## src/rtl/kas_pkg.sv

```systemverilog
`default_nettype none

package kas_pkg;

  localparam int ANGLE_W      = 32;
  localparam int TRIG_FRAC    = 30;
  localparam int CORDIC_W     = 36;
  localparam int CORDIC_STEPS = 30;
  localparam int CORDIC_IDX_W = $clog2(CORDIC_STEPS);
  localparam int ECC_W        = 16;
  localparam int MUL_A_W      = 18;
  localparam int PROD_W       = MUL_A_W + CORDIC_W;
  localparam int RESID_W      = 35;
  localparam int DEN_W        = 32;
  localparam int NUM_W        = 64;
  localparam int QUOT_BITS    = 42;
  localparam int STEP_W       = 41;
  localparam int ROOT_W       = 34;

  localparam int DEF_MAX_ITERATIONS  = 16;
  localparam int DEF_ANGLE_FRAC_BITS = 29;

  localparam logic [STEP_W-1:0] STEP_LIMIT = 41'h100_0000_0000;

  localparam logic [63:0] PI_Q62 = 64'hC90F_DAA2_2168_C234;
  localparam logic signed [CORDIC_W-1:0] PI_TRIG      = 36'sd3373259426;
  localparam logic signed [CORDIC_W-1:0] HALF_PI_TRIG = 36'sd1686629713;
  localparam logic signed [CORDIC_W-1:0] GAIN_INV     = 36'sd652032874;

  localparam logic [ECC_W-1:0] ECC_RESET = 16'd0;
  localparam logic [ECC_W-1:0] TOL_RESET = 16'd537;

  typedef enum logic [0:0] {
    REG_ECC = 1'b0,
    REG_TOL = 1'b1
  } reg_index_t;

  typedef struct packed {
    logic start;
    logic vectoring;
  } cordic_ctrl_t;

  function automatic logic signed [CORDIC_W-1:0] atan_q30(input logic [CORDIC_IDX_W-1:0] idx);
    case (idx)
      5'd0: atan_q30 = 36'sd843314857;
      5'd1: atan_q30 = 36'sd497837829;
      5'd2: atan_q30 = 36'sd263043837;
      5'd3: atan_q30 = 36'sd133525159;
      5'd4: atan_q30 = 36'sd67021687;
      5'd5: atan_q30 = 36'sd33543516;
      5'd6: atan_q30 = 36'sd16775851;
      5'd7: atan_q30 = 36'sd8388437;
      5'd8: atan_q30 = 36'sd4194283;
      5'd9: atan_q30 = 36'sd2097149;
      default: atan_q30 = CORDIC_W'(64'd1 << (TRIG_FRAC - int'(idx)));
    endcase
  endfunction

endpackage

`default_nettype wire

```

## src/rtl/kepler_anomaly_solver.sv

```systemverilog
`default_nettype none

// Solves E - e sin E = M by Newton steps from E = M and returns E, the true anomaly,
// a convergence flag and the step count. One word is taken at a time; mean_stall stays
// high until its result is loaded into the output register. Each Newton step runs a
// 30-step CORDIC sine/cosine, two shared multiplies and a 42-step bit-serial divide,
// and the closing pass runs a CORDIC sine/cosine, a 17-step square root and a 30-step
// CORDIC arctangent. A word runs k Newton steps, at most MAX_ITERATIONS. A stalled
// result word holds the sequencer in its last state. Registers: eccentricity at 0x0,
// step_tolerance at 0x4.
module kepler_anomaly_solver
  import kas_pkg::*;
#(
  parameter int MAX_ITERATIONS  = DEF_MAX_ITERATIONS,
  parameter int ANGLE_FRAC_BITS = DEF_ANGLE_FRAC_BITS
) (
  input  logic                      clk,
  input  logic                      rst,
  input  logic                      psel,
  input  logic                      penable,
  input  logic                      pwrite,
  input  logic [2:0]                paddr,
  input  logic [31:0]               pwdata,
  output logic [31:0]               prdata,
  output logic                      pready,
  input  logic                      mean_valid,
  output logic                      mean_stall,
  input  logic signed [ANGLE_W-1:0] mean_angle,
  output logic                      result_valid,
  input  logic                      result_stall,
  output logic signed [ANGLE_W-1:0] eccentric_angle,
  output logic signed [ANGLE_W-1:0] true_angle,
  output logic                      converged,
  output logic [4:0]                steps_used
);

  localparam int SH = TRIG_FRAC - ANGLE_FRAC_BITS;
  localparam int NW = $clog2(MAX_ITERATIONS + 1);
  localparam logic [63:0] PI_ANGLE_U =
    (PI_Q62 + (64'd1 << (61 - ANGLE_FRAC_BITS))) >> (62 - ANGLE_FRAC_BITS);
  localparam logic signed [ANGLE_W-1:0] PI_ANGLE = ANGLE_W'(PI_ANGLE_U);
  localparam logic signed [CORDIC_W-1:0] NU_HALF = CORDIC_W'(64'd1 << (SH - 1));
  localparam logic signed [RESID_W-1:0] ONE_Q30 = RESID_W'(64'd1 << TRIG_FRAC);
  localparam logic [ROOT_W-1:0] ROOT_TOP = ROOT_W'(64'd1 << 32);

  typedef enum logic [15:0] {
    S_IDLE      = 16'h0001,
    S_ROT_GO    = 16'h0002,
    S_ROT_WAIT  = 16'h0004,
    S_MUL_S     = 16'h0008,
    S_MUL_C     = 16'h0010,
    S_DEN       = 16'h0020,
    S_DIV_GO    = 16'h0040,
    S_DIV_WAIT  = 16'h0080,
    S_UPD       = 16'h0100,
    S_SQ        = 16'h0200,
    S_ROOT_INIT = 16'h0400,
    S_ROOT      = 16'h0800,
    S_MUL_Y     = 16'h1000,
    S_VEC_GO    = 16'h2000,
    S_VEC_WAIT  = 16'h4000,
    S_DONE      = 16'h8000
  } state_t;

  state_t state, state_next;

  logic [ECC_W-1:0]           ecc;
  logic [ECC_W-1:0]           tol;
  logic signed [ANGLE_W-1:0]  m, e, nu;
  logic [NW-1:0]              n;
  logic [NW-1:0]              n_inc;
  logic                       conv;
  logic                       final_pass;
  logic signed [CORDIC_W-1:0] s_val, c_val;
  logic signed [RESID_W-1:0]  f30;
  logic [DEN_W-1:0]           d30;
  logic signed [MUL_A_W-1:0]  mul_a;
  logic signed [CORDIC_W-1:0] mul_b;
  logic signed [PROD_W-1:0]   prod;
  logic [ROOT_W-1:0]          sq_v, sq_r, sq_bit, sq_t;

  logic                       accept;
  logic                       out_free;
  logic signed [ANGLE_W-1:0]  m_clamped;
  logic signed [PROD_W-1:0]   prod_sh;
  logic signed [RESID_W-1:0]  diff_q30;
  logic signed [RESID_W-1:0]  den_full;
  logic signed [RESID_W-1:0]  f_mag;
  logic [NUM_W-1:0]           num;
  logic signed [STEP_W+1:0]   step_s;
  logic signed [STEP_W+1:0]   e_next_raw;
  logic signed [ANGLE_W-1:0]  e_next;
  logic signed [ANGLE_W:0]    delta_s;
  logic [ANGLE_W:0]           delta_abs;
  logic                       hit;
  logic signed [CORDIC_W-1:0] nu_full;

  cordic_ctrl_t               cctrl;
  logic signed [CORDIC_W-1:0] c_in_x, c_in_y, c_in_z;
  logic signed [CORDIC_W-1:0] c_out_x, c_out_y, c_out_z;
  logic                       c_done;
  logic                       d_done;
  logic [STEP_W-1:0]          quot;

  // configuration port
  assign pready = 1'b1;

  always_ff @(posedge clk) begin
    if (rst) begin
      ecc <= ECC_RESET;
      tol <= TOL_RESET;
    end else if (psel && penable && pwrite && pready) begin
      unique case (reg_index_t'(paddr[2]))
        REG_ECC: ecc <= pwdata[ECC_W-1:0];
        REG_TOL: tol <= pwdata[ECC_W-1:0];
        default: ;
      endcase
    end
  end

  always_comb begin
    unique case (reg_index_t'(paddr[2]))
      REG_ECC: prdata = 32'(ecc);
      REG_TOL: prdata = 32'(tol);
      default: prdata = '0;
    endcase
  end

  // handshake
  assign mean_stall = rst || (state != S_IDLE);
  assign accept     = mean_valid && !mean_stall;
  assign out_free   = !result_valid || !result_stall;

  // shared units
  assign cctrl.start     = (state == S_ROT_GO) || (state == S_VEC_GO);
  assign cctrl.vectoring = (state == S_VEC_GO);
  assign c_in_z          = CORDIC_W'(e) <<< SH;
  assign c_in_y          = CORDIC_W'(prod_sh);
  assign c_in_x          = c_val - $signed(CORDIC_W'(ecc) << 14);

  kas_cordic u_cordic (
    .clk   (clk),
    .rst   (rst),
    .ctrl  (cctrl),
    .in_x  (c_in_x),
    .in_y  (c_in_y),
    .in_z  (c_in_z),
    .done  (c_done),
    .out_x (c_out_x),
    .out_y (c_out_y),
    .out_z (c_out_z)
  );

  kas_divider u_divider (
    .clk   (clk),
    .rst   (rst),
    .start (state == S_DIV_GO),
    .num   (num),
    .den   (d30),
    .done  (d_done),
    .quot  (quot)
  );

  always_comb begin
    case (state)
      S_MUL_Y: begin
        mul_a = $signed({1'b0, sq_r[16:0]});
        mul_b = s_val;
      end
      S_MUL_C: begin
        mul_a = $signed({2'b00, ecc});
        mul_b = c_val;
      end
      S_SQ: begin
        mul_a = $signed({2'b00, ecc});
        mul_b = CORDIC_W'(ecc);
      end
      default: begin
        mul_a = $signed({2'b00, ecc});
        mul_b = s_val;
      end
    endcase
  end

  always_ff @(posedge clk) begin
    prod <= mul_a * mul_b;
  end

  // datapath terms
  always_comb begin
    if (mean_angle > PI_ANGLE) begin
      m_clamped = PI_ANGLE;
    end else if (mean_angle < -PI_ANGLE) begin
      m_clamped = -PI_ANGLE;
    end else begin
      m_clamped = mean_angle;
    end

    prod_sh  = prod >>> 16;
    diff_q30 = (RESID_W'(e) - RESID_W'(m)) <<< SH;
    den_full = ONE_Q30 - RESID_W'(prod_sh);
    f_mag    = (f30 < 0) ? -f30 : f30;
    num      = (NUM_W'($unsigned(f_mag)) << ANGLE_FRAC_BITS) + NUM_W'(d30 >> 1);

    step_s     = (f30 < 0) ? -$signed({2'b00, quot}) : $signed({2'b00, quot});
    e_next_raw = (STEP_W + 2)'(e) - step_s;
    if (e_next_raw > (STEP_W + 2)'(PI_ANGLE)) begin
      e_next = PI_ANGLE;
    end else if (e_next_raw < -(STEP_W + 2)'(PI_ANGLE)) begin
      e_next = -PI_ANGLE;
    end else begin
      e_next = ANGLE_W'(e_next_raw);
    end
    delta_s   = (ANGLE_W + 1)'(e_next) - (ANGLE_W + 1)'(e);
    delta_abs = (delta_s < 0) ? -delta_s : delta_s;
    hit       = delta_abs <= (ANGLE_W + 1)'(tol);
    n_inc     = n + 1'b1;

    sq_t    = sq_r + sq_bit;
    nu_full = (c_out_z + NU_HALF) >>> SH;
  end

  // sequencer
  always_comb begin
    state_next = state;
    unique case (state)
      S_IDLE:      if (accept) state_next = S_ROT_GO;
      S_ROT_GO:    state_next = S_ROT_WAIT;
      S_ROT_WAIT:  if (c_done) state_next = final_pass ? S_SQ : S_MUL_S;
      S_MUL_S:     state_next = S_MUL_C;
      S_MUL_C:     state_next = S_DEN;
      S_DEN:       state_next = S_DIV_GO;
      S_DIV_GO:    state_next = S_DIV_WAIT;
      S_DIV_WAIT:  if (d_done) state_next = S_UPD;
      S_UPD:       state_next = S_ROT_GO;
      S_SQ:        state_next = S_ROOT_INIT;
      S_ROOT_INIT: state_next = S_ROOT;
      S_ROOT:      if (sq_bit[0]) state_next = S_MUL_Y;
      S_MUL_Y:     state_next = S_VEC_GO;
      S_VEC_GO:    state_next = S_VEC_WAIT;
      S_VEC_WAIT:  if (c_done) state_next = S_DONE;
      S_DONE:      if (out_free) state_next = S_IDLE;
      default:     state_next = S_IDLE;
    endcase
  end

  always_ff @(posedge clk) begin
    if (rst) begin
      state        <= S_IDLE;
      result_valid <= 1'b0;
    end else begin
      state <= state_next;
      if (state == S_DONE && out_free) begin
        result_valid <= 1'b1;
      end else if (!result_stall) begin
        result_valid <= 1'b0;
      end
    end
  end

  always_ff @(posedge clk) begin
    case (state)
      S_IDLE: begin
        if (accept) begin
          m          <= m_clamped;
          e          <= m_clamped;
          n          <= '0;
          conv       <= 1'b0;
          final_pass <= 1'b0;
        end
      end
      S_ROT_WAIT: begin
        if (c_done) begin
          s_val <= c_out_y;
          c_val <= c_out_x;
        end
      end
      S_MUL_C: f30 <= diff_q30 - RESID_W'(prod_sh);
      S_DEN:   d30 <= (den_full < 1) ? DEN_W'(1) : DEN_W'(den_full);
      S_UPD: begin
        e <= e_next;
        n <= n_inc;
        if (hit) begin
          conv       <= 1'b1;
          final_pass <= 1'b1;
        end else if (n_inc == NW'(MAX_ITERATIONS)) begin
          final_pass <= 1'b1;
        end
      end
      S_ROOT_INIT: begin
        sq_v   <= ROOT_TOP - ROOT_W'(prod[31:0]);
        sq_r   <= '0;
        sq_bit <= ROOT_TOP;
      end
      S_ROOT: begin
        if (sq_v >= sq_t) begin
          sq_v <= sq_v - sq_t;
          sq_r <= (sq_r >> 1) + sq_bit;
        end else begin
          sq_r <= sq_r >> 1;
        end
        sq_bit <= sq_bit >> 2;
      end
      S_VEC_WAIT: begin
        if (c_done) begin
          if (nu_full > CORDIC_W'(PI_ANGLE)) begin
            nu <= PI_ANGLE;
          end else if (nu_full < -CORDIC_W'(PI_ANGLE)) begin
            nu <= -PI_ANGLE;
          end else begin
            nu <= ANGLE_W'(nu_full);
          end
        end
      end
      S_DONE: begin
        if (out_free) begin
          eccentric_angle <= e;
          true_angle      <= nu;
          converged       <= conv;
          steps_used      <= (32'(n) > 32'd31) ? 5'd31 : 5'(n);
        end
      end
      default: ;
    endcase
  end

endmodule

`default_nettype wire

```

## src/rtl/kas_cordic.sv

```systemverilog
`default_nettype none

module kas_cordic
  import kas_pkg::*;
(
  input  logic                       clk,
  input  logic                       rst,
  input  cordic_ctrl_t               ctrl,
  input  logic signed [CORDIC_W-1:0] in_x,
  input  logic signed [CORDIC_W-1:0] in_y,
  input  logic signed [CORDIC_W-1:0] in_z,
  output logic                       done,
  output logic signed [CORDIC_W-1:0] out_x,
  output logic signed [CORDIC_W-1:0] out_y,
  output logic signed [CORDIC_W-1:0] out_z
);

  localparam logic [CORDIC_IDX_W-1:0] LAST = CORDIC_IDX_W'(CORDIC_STEPS - 1);

  logic                       busy;
  logic                       mode;
  logic                       negate;
  logic                       zero;
  logic [CORDIC_IDX_W-1:0]    idx;
  logic signed [CORDIC_W-1:0] x, y, z;
  logic signed [CORDIC_W-1:0] dx, dy, ang;
  logic                       up;

  assign dx  = y >>> idx;
  assign dy  = x >>> idx;
  assign ang = atan_q30(idx);
  assign up  = mode ? !(y > 0) : (z >= 0);

  always_ff @(posedge clk) begin
    if (rst) begin
      busy <= 1'b0;
      done <= 1'b0;
    end else begin
      done <= 1'b0;
      if (ctrl.start) begin
        busy <= 1'b1;
      end else if (busy && idx == LAST) begin
        busy <= 1'b0;
        done <= 1'b1;
      end
    end
  end

  always_ff @(posedge clk) begin
    if (ctrl.start) begin
      mode <= ctrl.vectoring;
      idx  <= '0;
      if (!ctrl.vectoring) begin
        x    <= GAIN_INV;
        y    <= '0;
        zero <= 1'b0;
        if (in_z > HALF_PI_TRIG) begin
          z      <= in_z - PI_TRIG;
          negate <= 1'b1;
        end else if (in_z < -HALF_PI_TRIG) begin
          z      <= in_z + PI_TRIG;
          negate <= 1'b1;
        end else begin
          z      <= in_z;
          negate <= 1'b0;
        end
      end else begin
        negate <= 1'b0;
        zero   <= (in_x == 0) && (in_y == 0);
        if (in_x < 0) begin
          z <= (in_y >= 0) ? PI_TRIG : -PI_TRIG;
          x <= -in_x;
          y <= -in_y;
        end else begin
          z <= '0;
          x <= in_x;
          y <= in_y;
        end
      end
    end else if (busy) begin
      idx <= idx + 1'b1;
      if (up) begin
        x <= x - dx;
        y <= y + dy;
        z <= z - ang;
      end else begin
        x <= x + dx;
        y <= y - dy;
        z <= z + ang;
      end
    end
  end

  assign out_x = negate ? -x : x;
  assign out_y = negate ? -y : y;
  assign out_z = zero ? '0 : z;

endmodule

`default_nettype wire

```

## src/rtl/kas_divider.sv

```systemverilog
`default_nettype none

module kas_divider
  import kas_pkg::*;
(
  input  logic              clk,
  input  logic              rst,
  input  logic              start,
  input  logic [NUM_W-1:0]  num,
  input  logic [DEN_W-1:0]  den,
  output logic              done,
  output logic [STEP_W-1:0] quot
);

  localparam int CNT_W = $clog2(QUOT_BITS);
  localparam logic [CNT_W-1:0] LAST = CNT_W'(QUOT_BITS - 1);

  logic                 busy;
  logic                 ovf;
  logic [CNT_W-1:0]     cnt;
  logic [DEN_W:0]       rem;
  logic [QUOT_BITS-1:0] low;
  logic [QUOT_BITS-1:0] q;
  logic [DEN_W:0]       trial;
  logic                 fits;

  assign trial = {rem[DEN_W-1:0], low[QUOT_BITS-1]};
  assign fits  = trial >= {1'b0, den};

  always_ff @(posedge clk) begin
    if (rst) begin
      busy <= 1'b0;
      done <= 1'b0;
    end else begin
      done <= 1'b0;
      if (start) begin
        busy <= 1'b1;
      end else if (busy && cnt == LAST) begin
        busy <= 1'b0;
        done <= 1'b1;
      end
    end
  end

  always_ff @(posedge clk) begin
    if (start) begin
      ovf <= DEN_W'(num[NUM_W-1:QUOT_BITS]) >= den;
      rem <= (DEN_W + 1)'(num[NUM_W-1:QUOT_BITS]);
      low <= num[QUOT_BITS-1:0];
      q   <= '0;
      cnt <= '0;
    end else if (busy) begin
      cnt <= cnt + 1'b1;
      low <= low << 1;
      q   <= {q[QUOT_BITS-2:0], fits};
      rem <= fits ? trial - {1'b0, den} : trial;
    end
  end

  assign quot = (ovf || q > QUOT_BITS'(STEP_LIMIT)) ? STEP_LIMIT : q[STEP_W-1:0];

endmodule

`default_nettype wire

```

## config.mk

```make
export PLATFORM = sky130hd
export DESIGN_NAME = kepler_anomaly_solver
export DESIGN_NICKNAME = d
export VERILOG_FILES = /design/src/rtl/kas_pkg.sv /design/src/rtl/kepler_anomaly_solver.sv /design/src/rtl/kas_cordic.sv /design/src/rtl/kas_divider.sv
export SDC_FILE = /design/constraint.sdc
export NUM_CORES = 2
export LEC_CHECK = 0
export ABC_AREA = 1
export CORE_MARGIN = 8
export CORE_UTILIZATION = 45
export CTS_CLUSTER_SIZE = 40
export DETAILED_ROUTE_END_ITERATION = 8
export DONT_BUFFER_PORTS = 1
export PLACE_DENSITY_LB_ADDON = 0.3
export SLEW_MARGIN = 20
export SYNTH_ARGS = -nofsm -noshare
export SYNTH_HDL_FRONTEND = slang
export SYNTH_HIERARCHICAL = 1
export SYNTH_SLANG_ARGS = --single-unit
```

## constraint.sdc

```tcl
create_clock -name clk -period 23.8 [get_ports clk]
set_input_delay 4.76 -clock clk [delete_from_list [all_inputs] [get_ports clk]]
set_output_delay 4.76 -clock clk [all_outputs]
set_load 0.01 [all_outputs]
```

# ---- Word-level counts from Yosys, hierarchy flattened
# Cells that the tools add are included.
dict set report totals {
  output_inout_bits 105
  wordCells 247
  regBits 758
}
dict set report classes {
  eq_ne 39
  n_addsub 32
  reduce_logical 38
  mux 73
  mul 1
  bitwise 1
  n_lt_le_gt_ge 20
  shifts 3
}
# cell count
set ops {}
lappend ops {{2-to-1 mux 36 bit} 21}
lappend ops {{one-hot mux 36 bit (10 select lines)} 1}
lappend ops {{one-hot mux 16 bit (16 select lines)} 1}
lappend ops {{2-to-1 mux 32 bit} 7}
lappend ops {{one-hot mux 34 bit (2 select lines)} 3}
lappend ops {{negation 36 bit} 4}
lappend ops {{one-hot mux 32 bit (2 select lines)} 2}
lappend ops {{adder 36 bit} 3}
lappend ops {{subtractor 36 bit} 3}
lappend ops {{2-to-1 mux 16 bit} 6}
lappend ops {{2-to-1 mux 42 bit} 2}
lappend ops {{>= comparator 36 x 1 -> 1 bit, second input constant} 2}
lappend ops {{zero test 36 bit} 2}
lappend ops {{one-hot mux 36 bit (2 select lines)} 1}
lappend ops {{>>> shifter 36 x 5 -> 36 bit} 2}
lappend ops {{2-to-1 mux 34 bit} 2}
lappend ops {{subtractor 32 x 32 -> 33 bit} 2}
lappend ops {{adder 64 x 31 -> 64 bit} 1}
lappend ops {{multiplier 18 x 36 -> 52 bit} 1}
lappend ops {{2-to-1 mux 22 bit} 2}
lappend ops {{> comparator 43 x 32 -> 1 bit, second input constant} 1}
lappend ops {{less-than comparator 43 x 32 -> 1 bit, second input constant} 1}
lappend ops {{2-to-1 mux 43 bit} 1}
lappend ops {{negation 41 -> 43 bit} 1}
lappend ops {{79 further kinds} 135}

# ---- Longest topological paths before layout
dict set report depth {
  word_depth 15
  mapped_depth 82
  mapped_depth_nobuf 78
}

# ---- Modules after synthesis
# Netlist, hierarchy kept.
# mod seq_area_each_um2 area_each_um2 cells_each n_inst
set by_module_without_submodules {}
lappend by_module_without_submodules {kepler_anomaly_solver 13943.4 59497.1 7868 1}
lappend by_module_without_submodules {kas_cordic 3473.3 24134.4 4264 1}
lappend by_module_without_submodules {kas_divider 3153.0 8107.8 1123 1}

# ---- Least setup slack after synthesis
# OpenSTA, ideal clock, no wires.
dict set report synth_timing {
  kind {input port to output port}
  from {input port paddr[2]}
  to {output port prdata[10]}
  t_arrival_ps 5425
  slack_ps 13615
  path_stages 4
  path_buffers 2
  t_required_ps 19040
  cell_sequence {clkbuf_1 clkbuf_1 nand2_1 o21ai_0}
}
dict set report synth_between {
  elab_chain_len 2
}
# element line
set synth_rtl {}
lappend synth_rtl {{from (decl)} kepler_anomaly_solver.sv:22} ;# input logic [2:0] paddr,
lappend synth_rtl {{inverter 1 bit (no line)} --}
lappend synth_rtl {{one-hot mux 32 bit (2 select lines) *} kepler_anomaly_solver.sv:122} ;# unique case (reg_index_t'(paddr[2]))
lappend synth_rtl {{to (decl)} kepler_anomaly_solver.sv:24} ;# output logic [31:0] prdata,
# Mark *: on every way between the ends. The rest lies on a longest branch, timed or not. The select of a mux whose other input is x is not followed.

# ---- Final worst setup path
dict set report layout_timing {
  from {register u_divider.q[0]}
  to {register final_pass (enable)}
}
dict set report layout_between {
  elab_chain_len 15
  word_cells_on_any_way 17
  cone_classes {add/sub: 4; order compare: 5; eq/ne: 1; mux: 5; reduce/logical: 2}
}
# element line
set layout_rtl {}
lappend layout_rtl {{from (decl)} kas_divider.sv:23} ;# logic [QUOT_BITS-1:0] q;
lappend layout_rtl {{from (signal assigned)} kas_divider.sv:55} ;# q <= {q[QUOT_BITS-2:0], fits};
lappend layout_rtl {{> comparator 42 x 41 -> 1 bit} kas_divider.sv:60} ;# assign quot = (ovf || q > QUOT_BITS'(STEP_LIMIT)) ? STEP_LIMIT : q[STEP_W-1:0];
lappend layout_rtl {{logical OR 1 bit} kas_divider.sv:60}
lappend layout_rtl {{2-to-1 mux 41 bit *} kas_divider.sv:60}
lappend layout_rtl {{via quot[0]} kepler_anomaly_solver.sv:103} ;# logic [STEP_W-1:0] quot;
lappend layout_rtl {{negation 41 -> 43 bit} kepler_anomaly_solver.sv:205} ;# step_s = (f30 < 0) ? -$signed({2'b00, quot}) : $signed({2'b00, quot});
lappend layout_rtl {{2-to-1 mux 43 bit *} kepler_anomaly_solver.sv:205}
lappend layout_rtl {{subtractor 32 x 43 -> 43 bit *} kepler_anomaly_solver.sv:206} ;# e_next_raw = (STEP_W + 2)'(e) - step_s;
lappend layout_rtl {{less-than comparator 43 x 32 -> 1 bit} kepler_anomaly_solver.sv:209} ;# end else if (e_next_raw < -(STEP_W + 2)'(PI_ANGLE)) begin
lappend layout_rtl {{2-to-1 mux 32 bit} kepler_anomaly_solver.sv:209}
lappend layout_rtl {{2-to-1 mux 32 bit *} kepler_anomaly_solver.sv:207} ;# if (e_next_raw > (STEP_W + 2)'(PI_ANGLE)) begin
lappend layout_rtl {{subtractor 32 x 32 -> 33 bit *} kepler_anomaly_solver.sv:214} ;# delta_s = (ANGLE_W + 1)'(e_next) - (ANGLE_W + 1)'(e);
lappend layout_rtl {{negation 33 bit or less-than comparator 33 x 1 -> 1 bit (tied branches)} kepler_anomaly_solver.sv:215} ;# delta_abs = (delta_s < 0) ? -delta_s : delta_s;
lappend layout_rtl {{2-to-1 mux 33 bit *} kepler_anomaly_solver.sv:215}
lappend layout_rtl {{less-or-equal comparator 33 x 16 -> 1 bit *} kepler_anomaly_solver.sv:216} ;# hit = delta_abs <= (ANGLE_W + 1)'(tol);
lappend layout_rtl {{inequality test 3 bit (no line) *} --}
lappend layout_rtl {{AND reduction 3 bit (no line) *} --}
lappend layout_rtl {{to (signal assigned)} kepler_anomaly_solver.sv:269} ;# final_pass <= 1'b0;
lappend layout_rtl {{to (signal assigned)} kepler_anomaly_solver.sv:285} ;# final_pass <= 1'b1;
lappend layout_rtl {{to (signal assigned)} kepler_anomaly_solver.sv:287} ;# final_pass <= 1'b1;
lappend layout_rtl {{to (decl)} kepler_anomaly_solver.sv:73} ;# logic final_pass;
# The timed path passes the listed nets; every way through them passes the cells marked *.
# A chain may end at the register's enable or synchronous reset.

==> metrics.md <==
| Metric | Value |
|---|---|
| Max-slew headroom | `13.1%` |
| Count leader, synth | `nand2_1` |
| Slowest CP cell | `o21ai_0` |
| Area growth syn-to-layout | `6.63%` |
| Setup-failing EPs final | `0` |
| GRT Util Overall | `30.0%` |
| Slew @ Worst Pin | `1.29 ns` |
| CP startpoint kind | `flip-flop` |
| Avg WL per Cell | `21.2 um` |
| RSZ-0062 raised after global routing | `no` |
| CP max FO | `47` |
| Hold Violations, Final | `0` |
| Core area | `202000 um2` |
| EDFF count, synth | `573` |
| Placed cell count | `15714` |
| CP peak stage delay | `0.62 ns` |
| Total wire length | `337 mm` |
| Pleak | `45.7 nW` |
| Fraction of registers with async set or reset after synthesis | `0%` |
| Overall Power | `10.7 mW` |
| Synth top cells by count | `nand2_1, inv_1, nor2_1` |
| Seq cells post-synth | `741` |
| Post-CTS Setup Bufs | `0` |
| Setup TNS | `0 ns` |
| Hold buffer count at CTS | `0` |
| Clk slew on worst S/H paths | `0.06 ns` |
| Library cells used by synthesis | `88` |
| DRC viols | `0` |
| Final std cells w/o fill | `15893` |
| TritonCTS clock tree | `yes` |
| RePlAce Congestion | `1.03` |
| Crit path arrival time | `13.95 ns` |
| Peak supply drop | `0.0000790 V` |
| Top cells by area, synth | `edfxtp_1, nand2_1, fa_1, inv_1, ha_1` |
| Util after Layout | `48.4%` |
| Die Y | `468 um` |
| Clk_lat worst skew | `0.78 ns` |
| CTS Buffer Depth | `3` |
| CP Capture Type | `flip-flop` |
| Minimum clock period | `13.47 ns` |
| Drt first pass iters | `6` |
| Outcome | `completed` |
| Cells after synthesis | `13255` |
| Fmax | `74.3 MHz` |
| Maxcap violations | `0` |
| Vias in the first global route | `82836` |
| Final Max Tran Viols | `0` |
| Crit path max-delay family | `simple AND/OR/NAND/NOR gates` |
| Dominant synthesized flop cell | `edfxtp_1` |
| Top cell type by total area after synthesis | `edfxtp_1` |
| Largest net degree at the start of global routing | `77` |
| Initial drt markers | `9397` |
| Share of layout cells above drive strength 1 | `3.95%` |
| Port Buffer Count | `0` |
| CP required | `24.28 ns` |
| Pwr dens | `109 nW/um2` |
| First-pass GRT wire length | `507 mm` |
| Seq/Total Area, Yosys | `22.4%` |
| CP bufs+invs | `9` |
| GRT overflow | `0` |
| YS warnings | `6` |
| Die footprint | `219000 um2` |
| Clock Skews | `0.0481 ns` |
| Tcrit/Tclk final | `56.6%` |
| Worst setup path class | `flip-flop to flip-flop` |
| Tightest Hold Check Type | `flip-flop to flip-flop` |
| Clock Sinks | `741` |
| Num CTS Buffers | `92` |
| # rows | `165` |
| H-tree depth | `3` |
| DR vias | `88642` |
| IO Count | `179` |
| Total Nets Final | `14340` |
| HPWL Detailed | `275 mm` |
| Mapped Area | `91700 um2` |
| Vias/cell | `5.58` |
| Initial core utilization | `45.3%` |
| Share of the synthesized area in the top cell type | `18.8%` |
| Final ANT Viol Nets | `0` |
| Clk Tree Root Cell | `clkbuf_16` |
| Initial antenna violation count | `10` |
| Cts repair resizes | `0` |
| Die X-Extent | `468 um` |
| Avg Inst Size Synth | `6.92 um2` |
| Most Frequent Cell on Critical Path | `nand2_1` |
[final timing paths]
path,start,to,slack (ns),depth (start not counted)
worst min-delay path,nu[25],true_angle[25],0.42,0
worst max register to register,u_divider/q[0],final_pass,10.33,71
worst min register to register,nu[25],true_angle[25],0.42,0
worst max-delay path,u_divider/q[0],final_pass,10.33,71
[through the flow]
step / cell area, um2 / hold WS (ns) / setup WS (ns)
after CTS: 97800 / 0.418 / 10.40
after floorplan: 91800 / 0.400 / 13.62
after detailed placement: 94600 / 0.405 / 10.46
after global routing: 97800 / 0.423 / 8.86
after global placement: 94600 / 0.401 / 10.48
final: 97800 / 0.418 / 10.33
[layout by cell type, fill, tap and decap left out, types with 31 or more instances in the layout]
| master | n |
|---|---|
| a21oi_1 | 715 |
| o21ai_1 | 54 |
| fa_1 | 580 |
| o21ai_0 | 662 |
| nor4_1 | 89 |
| clkbuf_16 | 94 |
| inv_1 | 2172 |
| ha_1 | 549 |
| or2_2 | 42 |
| o22ai_1 | 68 |
| nand3_1 | 851 |
| nand2_1 | 3288 |
| nand3b_1 | 39 |
| edfxtp_1 | 573 |
| o211ai_1 | 34 |
| clkinv_1 | 32 |
| nor3_1 | 202 |
| a31oi_1 | 58 |
| nor2_1 | 1419 |
| dfxtp_1 | 164 |
| o21bai_1 | 49 |
| xnor2_1 | 211 |
| xor2_1 | 440 |
| nand4_1 | 199 |
| o21a_1 | 31 |
| buf_4 | 149 |
[metal layers]
| metal | up-vias | part of all wire, % | wire (um) | track usage, % |
|---|---|---|---|---|
| li1 | 42431 | - | - | - |
| met1 | 41525 | 42 | 141000 | 40.0 |
| met2 | 3944 | 43 | 145000 | 46.3 |
| met3 | 728 | 10 | 33600 | 7.18 |
| met4 | 14 | 5.3 | 17900 | 13.4 |
| met5 | - | 0.030 | 100 | 0 |
[layout make-up]
| class | count | area [um2] |
|---|---|---|
| antenna | 6 | 15.0 |
| clock buffer | 109 | 2490 |
| clock inverter | 63 | 678 |
| fill | 20871 | 104000 |
| inverter | 2221 | 8340 |
| multi-input combinational | 9931 | 61200 |
| sequential | 741 | 20600 |
| tap | 2672 | 3340 |
| timing repair buffer | 150 | 1150 |
[sequential cells by signal (all words and copies together), names as in the netlist, 34 cells and up]
name and count:
sq_r 34, u_divider/low 42, u_cordic/x 36, prod 52, u_cordic/y 36, f30 35
sq_v 34, u_cordic/z 36, s_val 36, c_val 36, u_divider/q 42
[power by group]
group	leakage (nW)	total [mW]	internal (mW)	switching, mW
sequential	6.69	1.97	1.75	0.223
combinational	37.5	7.18	2.28	4.90
clock	1.54	1.51	0.863	0.647
[kinds of logic after synthesis]
kind of cell | count (synthesis) | share of synthesized area (%)
buffers and inverters | 2600 | 11.0
and+or+nand+nor | 6269 | 28.8
other | 2 | 0.00819
adders and majority gates | 1129 | 20.1
DFF | 741 | 22.4
AOI/OAI and AO/OA | 1857 | 11.3
muxes | 1 | 0.0109
xor gates and xnor gates | 656 | 6.31
Note: power is estimated with default switching activity, not from simulation.
